## src/mtt_pkg.sv

```systemverilog
package mtt_pkg;

  typedef enum logic [2:0] {
    MODE_FIRST     = 3'd0,
    MODE_TAG_NAME  = 3'd1,
    MODE_BETWEEN   = 3'd2,
    MODE_ATTR_NAME = 3'd3,
    MODE_AFTER_EQ  = 3'd4,
    MODE_QUOTED    = 3'd5,
    MODE_UNQUOTED  = 3'd6
  } scan_mode_t;

  typedef enum logic [1:0] {
    KIND_BEGIN = 2'd0,
    KIND_END   = 2'd1,
    KIND_SELF  = 2'd2
  } tag_kind_t;

  typedef enum logic [1:0] {
    ROLE_NONE  = 2'd0,
    ROLE_TAG   = 2'd1,
    ROLE_ATTR  = 2'd2,
    ROLE_VALUE = 2'd3
  } char_role_t;

  localparam logic [7:0] CH_SLASH   = 8'h2F;
  localparam logic [7:0] CH_GT      = 8'h3E;
  localparam logic [7:0] CH_EQ      = 8'h3D;
  localparam logic [7:0] CH_QUOTE   = 8'h22;
  localparam logic [7:0] CH_NL      = 8'h0A;
  localparam logic [7:0] CH_SPACE   = 8'h20;
  localparam logic [7:0] CH_UNDER   = 8'h5F;
  localparam logic [7:0] CH_DASH    = 8'h2D;
  localparam logic [7:0] CH_COMMA   = 8'h2C;
  localparam logic [7:0] CH_PERIOD  = 8'h2E;

  typedef struct packed {
    scan_mode_t mode;
    tag_kind_t  kind;
  } scan_state_t;

  typedef struct packed {
    char_role_t role;
    logic       attr_done;
    logic       tag_done;
    tag_kind_t  kind;
  } scan_out_t;

  // Digits, letters and _ - , .
  function automatic logic is_word(input logic [7:0] c);
    logic w;
    w = (c >= 8'h30 && c <= 8'h39) ||
        (c >= 8'h41 && c <= 8'h5A) ||
        (c >= 8'h61 && c <= 8'h7A) ||
        c == CH_UNDER || c == CH_DASH || c == CH_COMMA || c == CH_PERIOD;
    return w;
  endfunction

endpackage

```

## src/mtt_scan.sv

```systemverilog
module mtt_scan
  import mtt_pkg::*;
(
  input  logic [7:0]  ch,
  input  logic        new_tag,
  input  logic        buffer_end,
  input  scan_state_t cur,
  output scan_state_t nxt,
  output scan_out_t   res
);

  scan_mode_t mode;
  tag_kind_t  kind;
  char_role_t role;
  logic       attr_done;
  logic       closed;
  logic       word;

  assign word = is_word(ch);

  always_comb begin
    mode      = new_tag ? MODE_FIRST : cur.mode;
    kind      = new_tag ? KIND_BEGIN : cur.kind;
    role      = ROLE_NONE;
    attr_done = 1'b0;
    closed    = 1'b0;
    unique case (mode)
      MODE_TAG_NAME: begin
        if (ch == CH_GT) closed = 1'b1;
        else if (word) role = ROLE_TAG;
        else mode = MODE_BETWEEN;
      end
      MODE_BETWEEN: begin
        if (ch == CH_GT) closed = 1'b1;
        else if (word) begin
          role = ROLE_ATTR;
          mode = MODE_ATTR_NAME;
        end else if (ch == CH_SLASH) kind = KIND_SELF;
      end
      MODE_ATTR_NAME: begin
        if (ch == CH_EQ) mode = MODE_AFTER_EQ;
        else if (word) role = ROLE_ATTR;
      end
      MODE_AFTER_EQ: begin
        if (ch == CH_QUOTE) mode = MODE_QUOTED;
        else if (word) begin
          role = ROLE_VALUE;
          mode = MODE_UNQUOTED;
        end
      end
      MODE_QUOTED: begin
        if (ch == CH_QUOTE) begin
          mode      = MODE_BETWEEN;
          attr_done = 1'b1;
        end else if (word) role = ROLE_VALUE;
      end
      MODE_UNQUOTED: begin
        if (ch == CH_NL || ch == CH_SPACE) begin
          mode      = MODE_BETWEEN;
          attr_done = 1'b1;
        end else if (word) role = ROLE_VALUE;
        else if (ch == CH_SLASH) kind = KIND_SELF;
        else if (ch == CH_GT) begin
          attr_done = 1'b1;
          closed    = 1'b1;
        end
      end
      default: begin
        // first byte, and the unused mode code
        if (ch == CH_SLASH) kind = KIND_END;
        else begin
          role = ROLE_TAG;
          mode = MODE_TAG_NAME;
        end
      end
    endcase

    res.role      = role;
    res.attr_done = attr_done;
    res.tag_done  = closed || buffer_end;
    res.kind      = kind;

    // Return to the reset state once the tag has ended
    if (closed || buffer_end) begin
      nxt.mode = MODE_FIRST;
      nxt.kind = KIND_BEGIN;
    end else begin
      nxt.mode = mode;
      nxt.kind = kind;
    end
  end

endmodule

```

## src/markup_tag_tokenizer.sv

```systemverilog
// Markup tag tokenizer.
// Input stream (s_axis_*): one byte of tag text per request, starting with
// the byte after '<'. tuser raises new_tag to restart the scanner before
// the byte; tlast marks the last byte of a buffer, which ends the tag.
// Output stream (m_axis_*): one result per input byte, in order. tdata
// passes the byte through, tuser gives its role, an attribute-complete
// flag and the tag kind after the byte; tlast is set on the byte that
// ends the tag ('>' or end of buffer).
// Path: accepted byte into the input register, then the scan logic into
// the output register. Throughput: one byte per cycle while not stalled;
// the mode update is a single next-state function on each byte.
// Reset: both registers empty, scanner in its first mode, kind begin.
// Stall: while m_axis_tready is low the output holds; if the input register
// is empty, one more byte is taken into it, then s_axis_tready drops.
module markup_tag_tokenizer
  import mtt_pkg::*;
(
  input  logic       clk,
  input  logic       rst,
  input  logic       s_axis_tvalid,
  output logic       s_axis_tready,
  input  logic [7:0] s_axis_tdata,   // [7:0] in_char
  input  logic       s_axis_tlast,
  input  logic       s_axis_tuser,   // [0] new_tag
  output logic       m_axis_tvalid,
  input  logic       m_axis_tready,
  output logic [7:0] m_axis_tdata,   // [7:0] out_char
  output logic       m_axis_tlast,
  output logic [4:0] m_axis_tuser    // [1:0] char_role, [2] attribute_done, [4:3] tag_kind
);

  logic        in_valid;
  logic [7:0]  in_char;
  logic        in_new;
  logic        in_last;
  logic        advance;
  scan_state_t state;
  scan_state_t state_next;
  scan_out_t   res;

  assign advance       = in_valid && (!m_axis_tvalid || m_axis_tready);
  assign s_axis_tready = !in_valid || advance;

  mtt_scan u_scan (
    .ch         (in_char),
    .new_tag    (in_new),
    .buffer_end (in_last),
    .cur        (state),
    .nxt        (state_next),
    .res        (res)
  );

  always_ff @(posedge clk) begin
    if (rst) begin
      in_valid      <= 1'b0;
      m_axis_tvalid <= 1'b0;
      state.mode    <= MODE_FIRST;
      state.kind    <= KIND_BEGIN;
    end else begin
      if (s_axis_tvalid && s_axis_tready) in_valid <= 1'b1;
      else if (advance) in_valid <= 1'b0;
      if (advance) begin
        m_axis_tvalid <= 1'b1;
        state         <= state_next;
      end else if (m_axis_tready) begin
        m_axis_tvalid <= 1'b0;
      end
    end
  end

  always_ff @(posedge clk) begin
    if (s_axis_tvalid && s_axis_tready) begin
      in_char <= s_axis_tdata;
      in_new  <= s_axis_tuser;
      in_last <= s_axis_tlast;
    end
    if (advance) begin
      m_axis_tdata <= in_char;
      m_axis_tlast <= res.tag_done;
      m_axis_tuser <= {res.kind, res.attr_done, res.role};
    end
  end

endmodule

```

## config.mk

```make
export PLATFORM = sky130hd
export DESIGN_NAME = markup_tag_tokenizer
export DESIGN_NICKNAME = d
export VERILOG_FILES = /design/src/mtt_pkg.sv /design/src/mtt_scan.sv /design/src/markup_tag_tokenizer.sv
export SDC_FILE = /design/constraint.sdc
export NUM_CORES = 1
export LEC_CHECK = 0
export BUFFER_PORTS_ARGS = -buffer_cell sky130_fd_sc_hd__buf_2
export CORE_MARGIN = 5
export CORE_UTILIZATION = 50
export DETAILED_ROUTE_END_ITERATION = 12
export PLACE_DENSITY = 0.73
export RECOVER_POWER = 25
export SLEW_MARGIN = 20
export SYNTH_ARGS = -nofsm -noshare
export SYNTH_HDL_FRONTEND = slang
export SYNTH_SLANG_ARGS = --single-unit
```

## constraint.sdc

```tcl
create_clock -name clk -period 5.2 [get_ports clk]
set_input_delay 0.26 -clock clk [delete_from_list [all_inputs] [get_ports clk]]
set_output_delay 0.26 -clock clk [all_outputs]
set_load 0.1 [all_outputs]
```

==> qor.csv <==
metric,value,unit
WHS,0.0985,ns
routability cong.,0.919,
Residual DRC,0,
clock buffer depth,2,
vias in the first global route,1226,
startpoint types,register,
antenna violations before repair,0,
final setup TNS,0,ns
DP Area,1810,um^2
status,"complete, no violations",
fraction of registers with async set/reset,0,%
largest net degree at the start of global routing,19,
max frequency,0.451,GHz
part of the power in registers,58.6,%
first-pass GRT wire length,5400,um
DRT iter0 DRCs,43,
Hold Buf Count CTS,0,
height of the chip,67.4,um
VDD IR max,0.150,mV
leakage,0.621,nW
"Req. time, crit path",5.41,ns
"commonest non-fill, non-tap cell in the layout",buf_2,
Ys Warns,0,
Worst Tran Pin Value,0.498,ns
top_reg_cell synth,edfxtp_1,
Pwr per Cell Area,267,nW/um^2
max-slew violation count,0,
core area,3100,um^2
skew final,0.00518,ns
final worst-path cycle share,42.6,%
RSZ-0062 raised after global routing,no,
Mapped Area,1650,um^2
port buffer count,29,
ant diodes,0,
Max Cap Viol,0,
Slew headroom,67.0,%
CP max FO,11,
synthesized instance count,151,
Synth area leader,edfxtp_1,
Die W,67.4,um
Comb power frac,15.2,%
Clk pwr share,26.3,%
post-route minimum period,2.22,ns
synth-to-layout area growth,12.9,%
critical path arrival,2.42,ns
die area,4540,um^2
Setup CP Type,register to register,
Root Driver,clkbuf_4,
post-synth top area share,43.8,%
Post-CTS Resized,0,
Synth cell types,54,
routed vias/inst,5.97,
CP Capture Type,register,
Final #Nets,193,
Switching Fraction,29.4,%
Final Setup Violations,0,
sequential share of the synthesized area,52.3,%
internal power,0.350,mW
"FF+latch count, synth",31,
Skew-Pair Late Insertion Delay,0.33,ns
Hold/Removal Path Class,input port to register,
CTS tree,yes,
Synth Net Count,165,
largest cells by area after synthesis,"edfxtp_1, dfxtp_1, nor2_1",
total track usage,16.4,%
fraction of layout cells with a size suffix above 1,28.3,%
"EDFF count, synth",24,
P_sw,0.146,mW
dpl hpwl,2380,um
drt total wl,3210,um
grt total ovfl,0,
H-tree depth,2,
post-route ant nets,0,
TritonCTS Buffers,5,
Clock Pin Slew Worst Setup and Hold Paths,0.09,ns
final hold viol count,0,
syn_area_per_cell,10.9,um^2
DR pass1 iterations,4,
wire length per cell,14.3,um
most frequent cells in the layout,"buf_2, edfxtp_1, nor2_1",
Initial Util,53.0,%
Post-CTS Setup Bufs,0,
DR vias,1337,
Sink Count,31,
Ports,30,
# rows,20,
"Non-Filler Cell Area, Final",1860,um^2
## metal layers
layer / vias to the layer above / GRT usage [%] / part of all wire (%)
met4: 0 / 10.4 / 2.4
met5: - / 0 / 0
met1: 629 / 19.5 / 41
met2: 66 / 26.3 / 48
met3: 8 / 4.16 / 8.7
li1: 634 / - / -
## flip-flops by register name (all words and copies together) (netlist names)
signal	flops
m_axis_tuser	5
in_char	8
in_new	1
m_axis_tlast	1
m_axis_tdata	8
in_valid	1
m_axis_tvalid	1
state	5
in_last	1
## cell families after synthesis
| family | synth area share [%] |
|---|---|
| simple gates | 24.1 |
| buf+inv | 3.88 |
| flops | 52.3 |
| compound gates | 18.6 |
| mux | 0.608 |
| xor+xnor | 0.532 |
## layout make-up
class	instances	area [um^2]
flip-flops and latches	31	861
fillers	283	1240
clock buffers	7	45.0
multi-input cells	105	721
repair buffers	29	145
clock inverters	1	5.00
well taps	44	55.1
inverters	7	26.3
## through the flow
step / worst slack [ns] / power, mW / instances / util (%)
4_1_cts: 3.00 / 0.498 / 224 / 59.9
5_1_grt: 2.78 / 0.520 / 224 / 59.9
6_report: 2.98 / 0.495 / 224 / 59.9
2_1_floorplan: 2.57 / 0.355 / 151 / -
3_5_place_dp: 3.02 / 0.371 / 216 / 58.3
3_3_place_gp: 3.05 / 0.370 / 216 / 58.3
## worst max-delay path, stage by stage (launching register included)
cell and delay, ns:
edfxtp_1 0.47, nand4bb_1 0.52, o41ai_1 0.59, a31o_2 0.24, a2bb2oi_1 0.22, a311oi_2 0.06
## power groups by stage
stage | Sequential (mW) | Clock (mW) | Combinational (mW)
final | 0.290 | 0.130 | 0.0751
after global routing | 0.292 | 0.148 | 0.0794
after CTS | 0.290 | 0.133 | 0.0753
after detailed placement | 0.296 | 0 | 0.0752
after global placement | 0.295 | 0 | 0.0746
after floorplan | 0.324 | 0 | 0.0311
## synth_stat cells (2+ instances only)
master,count
a211oi_1,2
a21oi_1,8
a311oi_2,2
a31o_2,2
a31oi_1,2
and2_1,3
buf_2,3
clkbuf_1,4
dfxtp_1,7
edfxtp_1,24
inv_1,6
nand2_1,12
nand2b_1,4
nand3_1,2
nand4b_1,3
nor2_1,14
nor2b_1,2
nor3_1,6
o21ai_0,7
o21ai_1,2
or2_1,2
or3b_1,2
## worst paths after layout
kind / from / endpoint / depth (start not counted) / slack, ns
setup / recovery: in_char[7]$_DFFE_PP_ / state[2]$_SDFFE_PP0P_ / 5 / 2.98
setup reg to reg: in_char[7]$_DFFE_PP_ / state[2]$_SDFFE_PP0P_ / 5 / 2.98
hold reg to reg: state[0]$_SDFFE_PP0P_ / state[0]$_SDFFE_PP0P_ / 2 / 0.46
hold / removal: s_axis_tlast / in_last$_DFFE_PP_ / 1 / 0.1
(Power assumes the default switching activity.)
